`src/rtl/dq_pkg.sv`:
```
// ----------------------------------------------------------------------------
// dq_pkg
// Types, codes and ring index helpers shared by the double-ended queue.
// ----------------------------------------------------------------------------
package dq_pkg;

  // Store geometry
  localparam int DEPTH       = 16;
  localparam int VALUE_WIDTH = 32;
  localparam int IDX_W       = (DEPTH > 1) ? $clog2(DEPTH) : 1;
  localparam int CNT_W       = $clog2(DEPTH + 1);

  // Fixed field widths of the command and response items
  localparam int WORD_W  = 32;
  localparam int COUNT_W = 5;

  typedef logic [VALUE_WIDTH-1:0] value_t;
  typedef logic [WORD_W-1:0]      word_t;
  typedef logic [COUNT_W-1:0]     count_field_t;
  typedef logic [IDX_W-1:0]       idx_t;
  typedef logic [CNT_W-1:0]       cnt_t;
  typedef logic [CNT_W:0]         sum_t;

  typedef enum logic [2:0] {
    OP_NOP        = 3'd0,
    OP_PUSH_FRONT = 3'd1,
    OP_PUSH_BACK  = 3'd2,
    OP_POP_FRONT  = 3'd3,
    OP_POP_BACK   = 3'd4,
    OP_CLEAR      = 3'd5
  } op_e;

  typedef enum logic [1:0] {
    ERR_OK    = 2'd0,
    ERR_EMPTY = 2'd1,
    ERR_FULL  = 2'd2
  } err_e;

  typedef enum logic {
    ST_IDLE,
    ST_LOAD
  } state_e;

  typedef struct packed {
    logic [2:0] opcode;
    word_t      push_value;
  } cmd_t;

  typedef struct packed {
    word_t        popped_value;
    word_t        front_value;
    word_t        back_value;
    count_field_t entry_count;
    logic         is_empty;
    logic         is_full;
    logic [1:0]   error_code;
  } rsp_t;

  // Advance an index by an offset of at most DEPTH, wrapping once
  function automatic idx_t ring_add(idx_t base, cnt_t off);
    sum_t s;
    s = sum_t'(base) + sum_t'(off);
    if (s >= sum_t'(DEPTH)) begin
      s = s - sum_t'(DEPTH);
    end
    return idx_t'(s);
  endfunction

  // Step an index back by one, wrapping at zero
  function automatic idx_t ring_dec(idx_t base);
    idx_t r;
    if (base == '0) begin
      r = idx_t'(DEPTH - 1);
    end else begin
      r = base - idx_t'(1);
    end
    return r;
  endfunction

endpackage

```
`src/rtl/dq_ram.sv`:
```
// ----------------------------------------------------------------------------
// dq_ram
// Generic single-write, single-read RAM with a registered read port.
// ----------------------------------------------------------------------------
module dq_ram #(
  parameter int WIDTH = 32,
  parameter int DEPTH = 16
) (
  input  logic                                    clk,
  input  logic                                    we,
  input  logic [((DEPTH > 1) ? $clog2(DEPTH) : 1)-1:0] waddr,
  input  logic [WIDTH-1:0]                        wdata,
  input  logic                                    re,
  input  logic [((DEPTH > 1) ? $clog2(DEPTH) : 1)-1:0] raddr,
  output logic [WIDTH-1:0]                        rdata
);

  logic [WIDTH-1:0] mem [DEPTH];

  // Write port
  always_ff @(posedge clk) begin
    if (we) begin
      mem[waddr] <= wdata;
    end
  end

  // Registered read port
  always_ff @(posedge clk) begin
    if (re) begin
      rdata <= mem[raddr];
    end
  end

endmodule

```
`src/rtl/double_ended_queue_top.sv`:
```
// ----------------------------------------------------------------------------
// double_ended_queue_top
// Bounded double-ended queue in a ring RAM with cached front and back values.
// ----------------------------------------------------------------------------
//
//  channel   ports                 handshake
//  --------  --------------------  ------------------------------------------
//  command   cmd (dq_pkg::cmd_t)   item taken at clk edge with start && !busy
//  response  result (dq_pkg::rsp_t) item valid for one cycle while done high
//
// For push, clear, nop, errors and a pop that empties the queue, the response
// follows in the next cycle and busy stays low.
// A pop that leaves entries goes through ST_LOAD: busy is high for one cycle while
// the single RAM read port fetches the new front or back entry into its cache.
// The RAM needs no clearing pass; the block takes items from the first cycle
// after reset. The receiver cannot stall, so done is never held off.
// ----------------------------------------------------------------------------
module double_ended_queue_top (
  input  logic          clk,
  input  logic          rst,
  input  logic          start,
  output logic          busy,
  input  dq_pkg::cmd_t  cmd,
  output logic          done,
  output dq_pkg::rsp_t  result
);

  dq_pkg::state_e state, state_next;

  dq_pkg::idx_t   front_index, front_index_next;
  dq_pkg::cnt_t   occupancy, occupancy_next;
  dq_pkg::value_t front_cache, front_cache_next;
  dq_pkg::value_t back_cache, back_cache_next;
  logic           load_front, load_front_next;
  dq_pkg::rsp_t   rsp, rsp_next;
  logic           done_next;

  logic           accept;
  logic           need_read;
  logic           ram_we;
  dq_pkg::idx_t   ram_waddr;
  dq_pkg::value_t ram_wdata;
  logic           ram_re;
  dq_pkg::idx_t   ram_raddr;
  dq_pkg::value_t ram_rdata;
  dq_pkg::value_t push_val;

  assign accept   = start && (state == dq_pkg::ST_IDLE);
  assign push_val = dq_pkg::value_t'(cmd.push_value);

  // Entry store
  dq_ram #(
    .WIDTH (dq_pkg::VALUE_WIDTH),
    .DEPTH (dq_pkg::DEPTH)
  ) u_ram (
    .clk   (clk),
    .we    (ram_we),
    .waddr (ram_waddr),
    .wdata (ram_wdata),
    .re    (ram_re),
    .raddr (ram_raddr),
    .rdata (ram_rdata)
  );

  // Next state
  always_comb begin
    state_next = state;
    case (state)
      dq_pkg::ST_IDLE: begin
        if (accept && need_read) begin
          state_next = dq_pkg::ST_LOAD;
        end
      end
      dq_pkg::ST_LOAD: begin
        state_next = dq_pkg::ST_IDLE;
      end
      default: begin
        state_next = dq_pkg::ST_IDLE;
      end
    endcase
  end

  // State outputs
  always_comb begin
    case (state)
      dq_pkg::ST_LOAD: busy = 1'b1;
      default:         busy = 1'b0;
    endcase
  end

  // Decode the item, update index and count, drive the RAM, build the response
  always_comb begin
    front_index_next = front_index;
    occupancy_next   = occupancy;
    front_cache_next = front_cache;
    back_cache_next  = back_cache;
    load_front_next  = load_front;
    rsp_next         = rsp;
    done_next        = 1'b0;
    need_read        = 1'b0;
    ram_we           = 1'b0;
    ram_waddr        = front_index;
    ram_wdata        = push_val;
    ram_re           = 1'b0;
    ram_raddr        = front_index;

    if (accept) begin
      rsp_next.popped_value = '0;
      rsp_next.error_code   = dq_pkg::ERR_OK;
      case (cmd.opcode)
        dq_pkg::OP_PUSH_FRONT: begin
          if (occupancy >= dq_pkg::cnt_t'(dq_pkg::DEPTH)) begin
            rsp_next.error_code = dq_pkg::ERR_FULL;
          end else begin
            front_index_next = dq_pkg::ring_dec(front_index);
            ram_we           = 1'b1;
            ram_waddr        = front_index_next;
            front_cache_next = push_val;
            if (occupancy == '0) begin
              back_cache_next = push_val;
            end
            occupancy_next = occupancy + dq_pkg::cnt_t'(1);
          end
        end
        dq_pkg::OP_PUSH_BACK: begin
          if (occupancy >= dq_pkg::cnt_t'(dq_pkg::DEPTH)) begin
            rsp_next.error_code = dq_pkg::ERR_FULL;
          end else begin
            ram_we          = 1'b1;
            ram_waddr       = dq_pkg::ring_add(front_index, occupancy);
            back_cache_next = push_val;
            if (occupancy == '0) begin
              front_cache_next = push_val;
            end
            occupancy_next = occupancy + dq_pkg::cnt_t'(1);
          end
        end
        dq_pkg::OP_POP_FRONT: begin
          if (occupancy == '0) begin
            rsp_next.error_code = dq_pkg::ERR_EMPTY;
          end else begin
            rsp_next.popped_value = dq_pkg::word_t'(front_cache);
            front_index_next      = dq_pkg::ring_add(front_index, dq_pkg::cnt_t'(1));
            occupancy_next        = occupancy - dq_pkg::cnt_t'(1);
            // Refill the front cache from the next entry
            if (occupancy_next != '0) begin
              need_read       = 1'b1;
              ram_re          = 1'b1;
              ram_raddr       = front_index_next;
              load_front_next = 1'b1;
            end
          end
        end
        dq_pkg::OP_POP_BACK: begin
          if (occupancy == '0) begin
            rsp_next.error_code = dq_pkg::ERR_EMPTY;
          end else begin
            rsp_next.popped_value = dq_pkg::word_t'(back_cache);
            occupancy_next        = occupancy - dq_pkg::cnt_t'(1);
            // Refill the back cache from the entry before the back
            if (occupancy_next != '0) begin
              need_read       = 1'b1;
              ram_re          = 1'b1;
              ram_raddr       = dq_pkg::ring_add(front_index,
                                                 occupancy - dq_pkg::cnt_t'(2));
              load_front_next = 1'b0;
            end
          end
        end
        dq_pkg::OP_CLEAR: begin
          front_index_next = '0;
          occupancy_next   = '0;
        end
        default: begin
          // nop and unused codes leave everything as it is
        end
      endcase

      rsp_next.entry_count = dq_pkg::count_field_t'(occupancy_next);
      rsp_next.is_empty    = (occupancy_next == '0);
      rsp_next.is_full     = (occupancy_next >= dq_pkg::cnt_t'(dq_pkg::DEPTH));
      if (occupancy_next == '0) begin
        rsp_next.front_value = '0;
        rsp_next.back_value  = '0;
      end else begin
        rsp_next.front_value = dq_pkg::word_t'(front_cache_next);
        rsp_next.back_value  = dq_pkg::word_t'(back_cache_next);
      end
      done_next = !need_read;
    end else if (state == dq_pkg::ST_LOAD) begin
      // Patch the refilled end with the RAM data and release the item
      if (load_front) begin
        front_cache_next     = ram_rdata;
        rsp_next.front_value = dq_pkg::word_t'(ram_rdata);
      end else begin
        back_cache_next     = ram_rdata;
        rsp_next.back_value = dq_pkg::word_t'(ram_rdata);
      end
      done_next = 1'b1;
    end
  end

  // Control registers
  always_ff @(posedge clk) begin
    if (rst) begin
      state       <= dq_pkg::ST_IDLE;
      front_index <= '0;
      occupancy   <= '0;
      done        <= 1'b0;
    end else begin
      state       <= state_next;
      front_index <= front_index_next;
      occupancy   <= occupancy_next;
      done        <= done_next;
    end
  end

  // Payload registers
  always_ff @(posedge clk) begin
    front_cache <= front_cache_next;
    back_cache  <= back_cache_next;
    load_front  <= load_front_next;
    rsp         <= rsp_next;
  end

  assign result = rsp;

endmodule

```
`config.mk`:
```
export PLATFORM = sky130hd
export DESIGN_NAME = double_ended_queue_top
export DESIGN_NICKNAME = d
export VERILOG_FILES = /design/src/rtl/dq_pkg.sv /design/src/rtl/dq_ram.sv /design/src/rtl/double_ended_queue_top.sv
export SDC_FILE = /design/constraint.sdc
export NUM_CORES = 1
export LEC_CHECK = 0
export ABC_AREA = 1
export BUFFER_PORTS_ARGS = -buffer_cell sky130_fd_sc_hd__buf_2
export CORE_AREA = 2 2 293 295
export CTS_CLUSTER_DIAMETER = 50
export CTS_CLUSTER_SIZE = 28
export DETAILED_ROUTE_END_ITERATION = 12
export DIE_AREA = 0 0 295 297
export PLACE_DENSITY = 0.57
export SLEW_MARGIN = 20
export SYNTH_ARGS = -nofsm -noshare
export SYNTH_HDL_FRONTEND = slang
export SYNTH_HIERARCHICAL = 1
export SYNTH_SLANG_ARGS = --single-unit
```
`constraint.sdc`:
```
create_clock -name clk -period 10.9 [get_ports clk]
set_input_delay 1.09 -clock clk [delete_from_list [all_inputs] [get_ports clk]]
set_output_delay 1.09 -clock clk [all_outputs]
set_load 0.05 [all_outputs]
```
==> qor.yml, run 1 <==
routing:
  wl_per_cell_um: 19.6
  dr.first_iter.drc_count: 1949
  drt_first_pass_iters: 5
  routed_wl_um: 92300
  drc_errors: 0
  vias_per_cell: 5.01
  antenna_left: 0
  vias: 23500
placed_design:
  post_dp_cell_area_um2: 35100
  post-dp-hpwl_um: 50500
  dp.cells: 4568
  gp_congestion: 0.832
  io_buffers: 144
setup_path:
  worstPathMaxFanout: 170
  worstSetupPathType: "in -> reg"
  cp_slowest_cell: "inv_8"
  r2r-start: "state"
  path_cells: "buf_2 -> inv_1 -> nor2_4 -> buf_4 -> inv_2 -> buf_4 -> nor2_1 -> o21ai_0 -> nand2_4 -> inv_8 -> buf_4 -> nand2_1 -> nand3_1 -> nand3_1 -> nand3_1 -> nand2_1"
  startpoint: "start"
  critPathArrivalTime_ns: 5.73
  path_buf_inv: 7
  path_delay_family: "buffers and inverters"
  worst_ep_required_time_ns: 11.27
  max_stage_delay_ns: 0.92
  critical_path.endpoint_type: "flip-flop"
  start_kind: "input pin"
power:
  pwr-share-seq_pct: 47.4
  irDropWorstVdd_v: 0.000137
  netSwitchingFraction_pct: 29.4
  internal_power_uw: 4810
  combPwrFrac_pct: 14.9
  leakagePower_uw: 0.0161
  power.density_nw_per_um2: 181
  switchingPower_uw: 2000
  p_clk_share_pct: 37.7
sta:
  setup_tns_ns: 0
  hold_viol_final: 0
  hold_slack_ns: 0.642
  rsz0062_at_grt: "no"
  worst_slew_pin_slew_ns: 1.17
  finClkSkew_ns: 0.0274
  slew_headroom_pct: 22.3
  setup_viol: 0
  max_freq_mhz: 186
  slew_viol_final: 0
  min_period_over_period_pct: 49.2
  fin_crit_ns: 5.36
min_path:
  hold_path_startpoint: "back_cache[26]"
  hold_path_class: "reg -> reg"
global_route:
  met2_usage_pct: 34.3
  grt_use_met3_pct: 3.14
  grt_pass1_vias: 22600
  grt-busiest-layer: "met2"
  grt_pass1_wl_um: 139000
  global_route.usage.met1_pct: 28.5
  grt_overflow_total: 0
  grt_max_degree: 194
  antenna_found_initial: 5
  gr-usage-all-layers_pct: 21.0
clocking:
  numCtsBuffers: 72
  post_cts_buffers: 0
  cts_root_buffer: "clkbuf_16"
  cts_tree: "built"
  cts_resized: 0
  clk_pin_slew_worst_paths_ns: 0.06
  insertion_delay_ns: 0.64
  ctsHoldBuffers: 0
  cts_max_level: 3
  clock-sinks: 724
  clk_path_buf_depth: 3
layout:
  ff_latch_area_um2: 21600
  antenna_cells: 0
  syn_to_final_growth_pct: 12.0
  multi_input_area_um2: 8910
  instances_no_fill: 4699
  design_area_um2: 37600
  fin_nets: 3553
  fillers: 7980
  drive_gt1_share_pct: 10.9
synth:
  synthArstFlopShare_pct: 0
  synth_edf_count: 713
  synth_nets: 3470
  synth_cell_types: 38
  ys_ff_latch: 724
  synth-seq-area-share_pct: 64.5
  yosys.area.top_type: "edfxtp_1"
  synth.area.top_cells: "edfxtp_1 64%, nand2_1 11%, nand3_1 6.4%"
  yosys_warnings: 6
  syn_area_per_cell_um2: 9.82
  yosysTopAreaCellShare_pct: 63.9
  syn_area_um2: 33500
  synth_cells: 3415
  synth-main-ff-cell: "edfxtp_1"
run:
  maxCapViolCount: 0
status:
  status: "completed"
floorplan:
  die_h_um: 297
  die_width_um: 295
  rows: 107
  coreArea_um2: 84500
  dieArea_um2: 87600
  start_util_pct: 39.7
  ios: 145
[area by class of cell]
class | instances | area share (%)
clock buffer | 78 | 4.91
clock inverter | 53 | 1.56
inverter | 558 | 5.60
multi-input combinational | 1957 | 23.7
sequential | 724 | 57.6
tap | 1144 | 3.81
timing repair buffer | 185 | 2.77
[worst reg2reg max path: stages (launching register included)]
cell     delay, ns
dfxtp_1       0.47
nor2_4        0.06
buf_4         0.36
inv_2         0.11
buf_4         0.49
nor2_1        0.17
o21ai_0       0.33
nand2_4       0.48
inv_8         1.00
buf_4         0.94
nand2_1       0.15
nand3_1       0.13
nand3_1       0.08
nand3_1       0.12
nand2_1       0.06
[registers in the layout (all words and copies together), names as in the netlist]
signal	cells
front_index	4
front_cache	32
done	1
load_front	1
u_ram/mem	512
state	1
back_cache	32
result	104
u_ram/rdata	32
occupancy	5
[metrics by stage]
stage               utilization [%]  setup slack [ns]  power, uW
finish                         44.5              5.54       6810
global route                   44.5              5.09       7080
CTS                            44.5              5.58       6860
detailed placement             41.6              4.90       4300
global placement               41.6              5.00       4290
floorplan                         -              5.02       4020
[routing by layer]
metal | part of all wire (%) | wire length, um | up-vias
met5 | 0.041 | 38 | -
met1 | 44 | 40200 | 11300
met2 | 47 | 43400 | 721
li1 | - | - | 11300
met3 | 5.9 | 5420 | 156
met4 | 3.4 | 3160 | 6
[cells in the final DEF (no fill, tap or decap), types with 9 or more instances in the layout]
cell	count
nand2_1	1016
edfxtp_1	713
nor2_2	32
o21ai_0	84
buf_2	144
ha_1	15
a21oi_1	93
o21ai_1	21
buf_4	40
o32ai_1	9
dfxtp_1	10
o211ai_1	28
nor2_1	142
clkbuf_16	73
inv_8	10
inv_1	548
nand3_1	429
o22ai_1	23
inv_6	10
nor2_4	18
[worst paths after layout]
path	cells after the start	slack, ns	to
worst max-delay path	16	5.54	u_ram/rdata[22]
worst min-delay path	2	0.64	result[99]
worst max register to register	14	5.70	u_ram/rdata[22]
worst min register to register	2	0.64	result[99]
[synthesized netlist by cell type (6+ instances only)]
cell type and count:
o21ai_0 85, ha_1 15, nor2_2 32, edfxtp_1 713, buf_4 12, inv_1 551, clkbuf_1 40, a21oi_1 93
nand3_2 8, inv_2 6, o32ai_1 9, nor2_1 159, nand2_1 1021, buf_2 70, nand3_1 429, o211ai_1 28
o22ai_1 23, buf_6 30, o21ai_1 21, dfxtp_1 11, buf_1 20
[power groups by stage]
stage               registers (uW)  clock network (uW)  logic (uW)
floorplan                     3430                   0         593
global placement              3290                   0        1010
detailed placement            3290                   0        1010
CTS                           3230                2620        1020
global route                  3230                2730        1110
finish                        3230                2570        1010
[cells by family (layout without fill, tap and decap cells)]
kind of cell | after synthesis | count (layout) | synth area share, %
flops | 724 | 724 | 64.5
compound gates | 266 | 266 | 4.41
buf+inv | 734 | 874 | 9.39
simple gates | 1665 | 1665 | 20.8
fa+ha+maj | 17 | 17 | 0.679
xor+xnor | 9 | 9 | 0.235
Power figures use the tool's default switching activity.
==> inputs of run 2 (changes only) <==
Clock period 10.9 ns to 5.2 ns, I/O delays scaled along.
==> qor.yml, run 2 (same netlist as run 1, synthesis figures left out) <==
setup_path:
  critPathArrivalTime_ns: 4.15  # -1.58 ns
  worstSetupPathType: "reg -> reg"
  cp_common_cell: "inv_1"
  start_kind: "flip-flop"
  worst_ep_required_time_ns: 5.54  # -5.73 ns
  critical_path.endpoint_type: "flip-flop"
  rrSetupSlack_ns: 1.38  # -4.32 ns
  path_buf_inv: 4  # -3
  r2r-start: "occupancy[0]"
  startpoint: "occupancy[0]"
  path_delay_family: "simple AND/OR/NAND/NOR gates"
  cp_slowest_cell: "nor2_4"
  max_stage_delay_ns: 0.77  # -0.15 ns
  path_cells: "ha_1 -> inv_1 -> fa_1 -> inv_1 -> o21ai_0 -> o22ai_1 -> nand2_1 -> o21ai_0 -> inv_1 -> nand2_1 -> nor2_4 -> buf_4"
  worstPathMaxFanout: 20  # -88%
sta:
  rsz0062_at_grt: "no"
  slew_viol_final: 0  # unchanged
  setup_tns_ns: 0  # unchanged
  slew_headroom_pct: 30.2  # +7.9 points
  hold_viol_final: 0  # unchanged
  min_period_over_period_pct: 73.4
  fin_crit_ns: 3.82
  finClkSkew_ns: 0.0268  # -0.000615 ns
  setup_viol: 0  # unchanged
  worst_slew_pin_slew_ns: 1.05  # -0.119 ns
  finalWorstSetupSlack_ns: 1.38  # -4.15 ns
  max_freq_mhz: 262
power:
  power.density_nw_per_um2: 373  # +110%
  pwr-share-seq_pct: 48.0  # +0.6 points
  leakagePower_uw: 0.0162  # +0.39%
  internal_power_uw: 9870  # +110%
  p_clk_share_pct: 36.8  # -0.9 points
  netSwitchingFraction_pct: 29.9  # +0.50 points
  irDropWorstVdd_v: 0.000266  # +94%
  combPwrFrac_pct: 15.3  # +0.4 points
  switchingPower_uw: 4210  # +110%
layout:
  fillers: 8004  # +0.30%
  drive_gt1_share_pct: 11.2  # +0.36 points
  largest_register_ffs: 512  # unchanged
  syn_to_final_growth_pct: 12.4
  largest_register: "u_ram/mem"
  utilization_pct: 44.6  # +0.17 points
  design_area_um2: 37700  # +0.39%
  layout_common_cells: "1016 x nand2_1, 713 x edfxtp_1, 547 x inv_1, 429 x nand3_1, 144 x buf_2"
  mostFrequentLayoutCell: "nand2_1"
  antenna_cells: 0  # unchanged
  fin_nets: 3566  # +0.37%
routing:
  antenna_left: 0  # unchanged
  dr.first_iter.drc_count: 2354  # +21%
  wl_per_cell_um: 19.5  # -0.80%
  vias_per_cell: 5.06  # +0.91%
  drt_first_pass_iters: 5  # unchanged
  drc_errors: 0  # unchanged
  routed_wl_um: 91800  # -0.57%
  vias: 23800  # +1.1%
global_route:
  grt_pass1_vias: 22900  # +1.5%
  gr-usage-all-layers_pct: 21.0  # -0.034 points
  grt_overflow_total: 0  # unchanged
  grt_pass1_wl_um: 140000  # +0.31%
  antenna_found_initial: 2  # -3
  grt_max_degree: 191  # -1.5%
clocking:
  insertion_delay_ns: 0.64  # about the same
  clock-sinks: 724  # unchanged
  clk_pin_slew_worst_paths_ns: 0.08  # +0.02 ns
  cts_max_level: 3  # unchanged
  post_cts_buffers: 0  # unchanged
  clk_path_buf_depth: 3  # unchanged
  numCtsBuffers: 67  # -6.9%
  cts_root_buffer: "clkbuf_16"
  cts_resized: 0  # unchanged
  cts_tree: "built"
  ctsHoldBuffers: 0  # unchanged
placed_design:
  io_buffers: 144  # unchanged
  post_dp_cell_area_um2: 35400  # +0.71%
  place_worst_setup_slack_ns: 1.34  # -3.56 ns
  gp_congestion: 0.854  # +2.6%
  post-dp-hpwl_um: 52900  # +4.8%
status:
  status: "completed"
floorplan:
  rows: 107  # unchanged
  start_util_pct: 39.7  # unchanged
  die_h_um: 297  # unchanged
  coreArea_um2: 84500  # unchanged
  dieArea_um2: 87600  # unchanged
  die_width_um: 295  # unchanged
  ios: 145  # unchanged
min_path:
  hold_path_startpoint: "rst"
  hold_path_class: "in -> reg"
run:
  maxCapViolCount: 0  # unchanged
==> run 2: cell count changes in the layout (fill, tap and decap cells not counted), moves of 4 or more <==
cell	previous run	this run
buf_12	1	10
buf_4	40	49
inv_6	10	17
clkbuf_16	73	67
clkinv_8	6	12
inv_8	10	5
clkinv_4	6	2
==> run 2: routing by layer <==
metal	track usage, %	part of all wire [%]
met3	2.70	5.6
met5	0	0.023
met4	6.37	2.8
met2	35.0	48
met1	28.5	44
==> run 2: power groups by stage <==
stage                     Combinational [uW]  Clock (uW)  Sequential, uW
after floorplan                         1240           0            7190
after global placement                  2130           0            6880
after detailed placement                2140           0            6890
after CTS                               2150        5290            6760
after global routing                    2360        5490            6780
final                                   2150        5180            6750
==> run 2: area by class of cell <==
cell class | count | area (um^2) | share of cell area [%]
multi-input combinational | 1957 | 8920 | 23.7
timing repair buffer | 203 | 1290 | 3.42
tap | 1144 | 1430 | 3.80
clock inverter | 55 | 642 | 1.70
clock buffer | 69 | 1680 | 4.47
inverter | 558 | 2100 | 5.58
sequential | 724 | 21600 | 57.4
==> run 2: worst paths after layout <==
kind                            depth (start not counted)                to
worst max register to register                         12  u_ram/mem[8][13]
worst max-delay path                                   12  u_ram/mem[8][13]
worst min-delay path                                    2      occupancy[2]
worst min register to register                          2       result[103]
==> run 2: through the flow <==
step	std cells	power [uW]	hold WS, ns
3_5_place_dp	4586	9030	0.619
6_report	4710	14100	0.247
2_1_floorplan	3415	8430	0.553
3_3_place_gp	4586	9020	0.604
5_1_grt	4710	14600	0.229
4_1_cts	4710	14200	0.195
==> inputs of run 3 (changes only) <==
Settings changed: PLACE_DENSITY 0.57 to 0.6.
Clock period 5.2 ns to 3.3 ns, I/O delays scaled along.
==> qor.yml, run 3 (same netlist as run 1, synthesis figures left out) <==
sta:
  finClkSkew_ns: 0.0291  # +0.00231 ns
  slew_headroom_pct: 30.0  # -0.15 points
  rsz0062_at_grt: "yes"
  slew_viol_final: 0  # unchanged
  min_period_over_period_pct: 94.3  # +21 points
  max_freq_mhz: 321  # +23%
  setup_viol: 0  # unchanged
  hold_slack_ns: 0.0791  # -0.168 ns
  fin_crit_ns: 3.11  # -0.704 ns
  finalWorstSetupSlack_ns: 0.188  # -1.20 ns
  worst_slew_pin_slew_ns: 1.05  # -0.00174 ns
  hold_viol_final: 0  # unchanged
setup_path:
  worst_ep_required_time_ns: 3.57  # -1.97 ns
  max_stage_delay_ns: 0.42  # -0.35 ns
  worstSetupPathType: "reg -> reg"
  start_kind: "flip-flop"
  critPathArrivalTime_ns: 3.39  # -0.76 ns
  cp_slowest_cell: "dfxtp_1"
  worstPathMaxFanout: 14  # -30%
  path_cells: "inv_2 -> buf_4 -> ha_1 -> nand3b_1 -> nand3_1 -> nand2_1 -> o21ai_0 -> nand4_1 -> nand2_1 -> inv_1 -> nor2_1 -> nand2_1 -> nor2_4 -> buf_4"
  cp_common_cell: "nand2_1"
  critical_path.endpoint_type: "flip-flop"
routing:
  drt_first_pass_iters: 5  # unchanged
  routed_wl_um: 95100  # +3.6%
  vias_per_cell: 5.07  # +0.30%
  antenna_left: 0  # unchanged
  vias: 24100  # +1.2%
  wl_per_cell_um: 20.0  # +2.7%
  dr.first_iter.drc_count: 2268  # -3.7%
  drc_errors: 0  # unchanged
power:
  internal_power_uw: 15800  # +60%
  p_clk_share_pct: 36.2  # -0.6 points
  combPwrFrac_pct: 16.2  # +0.9 points
  netSwitchingFraction_pct: 29.5  # -0.45 points
  irDropWorstVdd_v: 0.000567  # +110%
  power.density_nw_per_um2: 581  # +56%
  switchingPower_uw: 6580  # +56%
  pwr-share-seq_pct: 47.6  # -0.4 points
  leakagePower_uw: 0.0165  # +2.2%
clocking:
  insertion_delay_ns: 0.62  # -0.02 ns
  cts_max_level: 3  # unchanged
  clock-sinks: 724  # unchanged
  ctsHoldBuffers: 0  # unchanged
  cts_root_buffer: "clkbuf_16"
  cts_tree: "built"
  clk_pin_slew_worst_paths_ns: 0.06  # -0.02 ns
  clk_path_buf_depth: 3  # unchanged
  numCtsBuffers: 69  # +3.0%
layout:
  syn_to_final_growth_pct: 14.7
  design_area_um2: 38500  # +2.0%
  mostFrequentLayoutCell: "nand2_1"
  fillers: 7871  # -1.7%
  layout_common_cells: "1014 x nand2_1, 713 x edfxtp_1, 548 x inv_1, 429 x nand3_1, 144 x buf_2"
  utilization_pct: 45.5  # +0.90 points
  drive_gt1_share_pct: 12.3  # +1.1 points
  largest_register_ffs: 512  # unchanged
  fin_nets: 3608  # +1.2%
  ff_latch_area_um2: 21600  # unchanged
  largest_register: "u_ram/mem"
  multi_input_area_um2: 8930  # +0.14%
floorplan:
  start_util_pct: 39.7  # unchanged
  die_width_um: 295  # unchanged
  dieArea_um2: 87600  # unchanged
  coreArea_um2: 84500  # unchanged
  rows: 107  # unchanged
  die_h_um: 297  # unchanged
  ios: 145  # unchanged
min_path:
  hold_path_class: "in -> reg"
global_route:
  antenna_found_initial: 7  # +5
  grt_use_met3_pct: 2.88  # +0.18 points
  grt_overflow_total: 0  # unchanged
  global_route.usage.met1_pct: 28.8  # +0.26 points
  grt-busiest-layer: "met2"
  grt_max_degree: 105  # -45%
  gr-usage-all-layers_pct: 21.1  # +0.18 points
  met2_usage_pct: 35.2  # +0.18 points
  grt_pass1_wl_um: 141000  # +0.71%
  grt_pass1_vias: 23000  # +0.35%
run:
  maxCapViolCount: 0  # unchanged
placed_design:
  gp_congestion: 0.896  # +4.8%
  post-dp-hpwl_um: 55000  # +3.9%
  post_dp_cell_area_um2: 36000  # +1.7%
  place_worst_setup_slack_ns: 0.0687  # -1.27 ns
  io_buffers: 144  # unchanged
status:
  status: "completed"
[run 3: cell count changes in the layout (fill, tap and decap cells not counted), moves of 4 or more]
cell,previous run,this run
buf_4,49,56
buf_16,0,4
clkbuf_16,67,77
clkinv_8,12,7
clkinv_4,2,8
buf_12,10,34
[run 3: path summary, 6_finish.rpt]
kind	from	endpoint	slack (ns)	cells past startpoint
worst max-delay path	occupancy[1]	u_ram/mem[3][25]	0.19	14
worst min-delay path	rst	occupancy[2]	0.08	2
worst max register to register	occupancy[1]	u_ram/mem[3][25]	0.19	14
worst min register to register	occupancy[2]	occupancy[2]	0.59	2
[run 3: final cells by class]
class                           count  area share [%]
Antenna cell                        1         0.00651
Clock buffer                       76            4.80
Clock inverter                     47            1.21
Inverter                          558            5.49
Multi-Input combinational cell   1957            23.2
Sequential cell                   724            56.2
Tap cell                         1144            3.72
Timing Repair Buffer              243            5.30
[run 3: power by group through the flow]
stage | Combinational (uW) | Sequential (uW) | Clock [uW]
after CTS | 3540 | 10600 | 8230
final | 3630 | 10600 | 8100
after global routing | 3950 | 10700 | 8560
after global placement | 3510 | 10800 | 0
after detailed placement | 3530 | 10800 | 0
after floorplan | 1970 | 11300 | 0
[run 3: timing repair]
| action | 4_1_cts | 5_1_grt |
|---|---|---|
| setup endpoints to repair | 0 | 46 |
| setup buffers | 0 | 3 |
| gates resized for setup | 0 | 13 |
[run 3: stage by stage]
| step | instances | total power, uW | setup TNS (ns) |
|---|---|---|---|
| floorplan | 3415 | 13300 | -51.08 |
| global placement | 4619 | 14300 | 0 |
| detailed placement | 4619 | 14400 | 0 |
| CTS | 4742 | 22400 | 0 |
| global route | 4750 | 23200 | -0.0749 |
| finish | 4750 | 22400 | 0 |
[run 3: routing by layer]
metal  wire length, um  vias to the layer above
met4              2920                        4
li1                  -                    11400
met3              6060                      158
met1             40600                    11600
met2             45400                      853
met5                23                        -
[run 3: worst max-delay path: cells and delay by family (launching register included)]
family,cells,cell delay [ns]
AND/OR/NAND/NOR,8,1.15
buffers and inverters,4,0.70
flip-flops,1,0.42
adder cells (fa/ha/maj),1,0.28
AO/OA/AOI/OAI,1,0.21
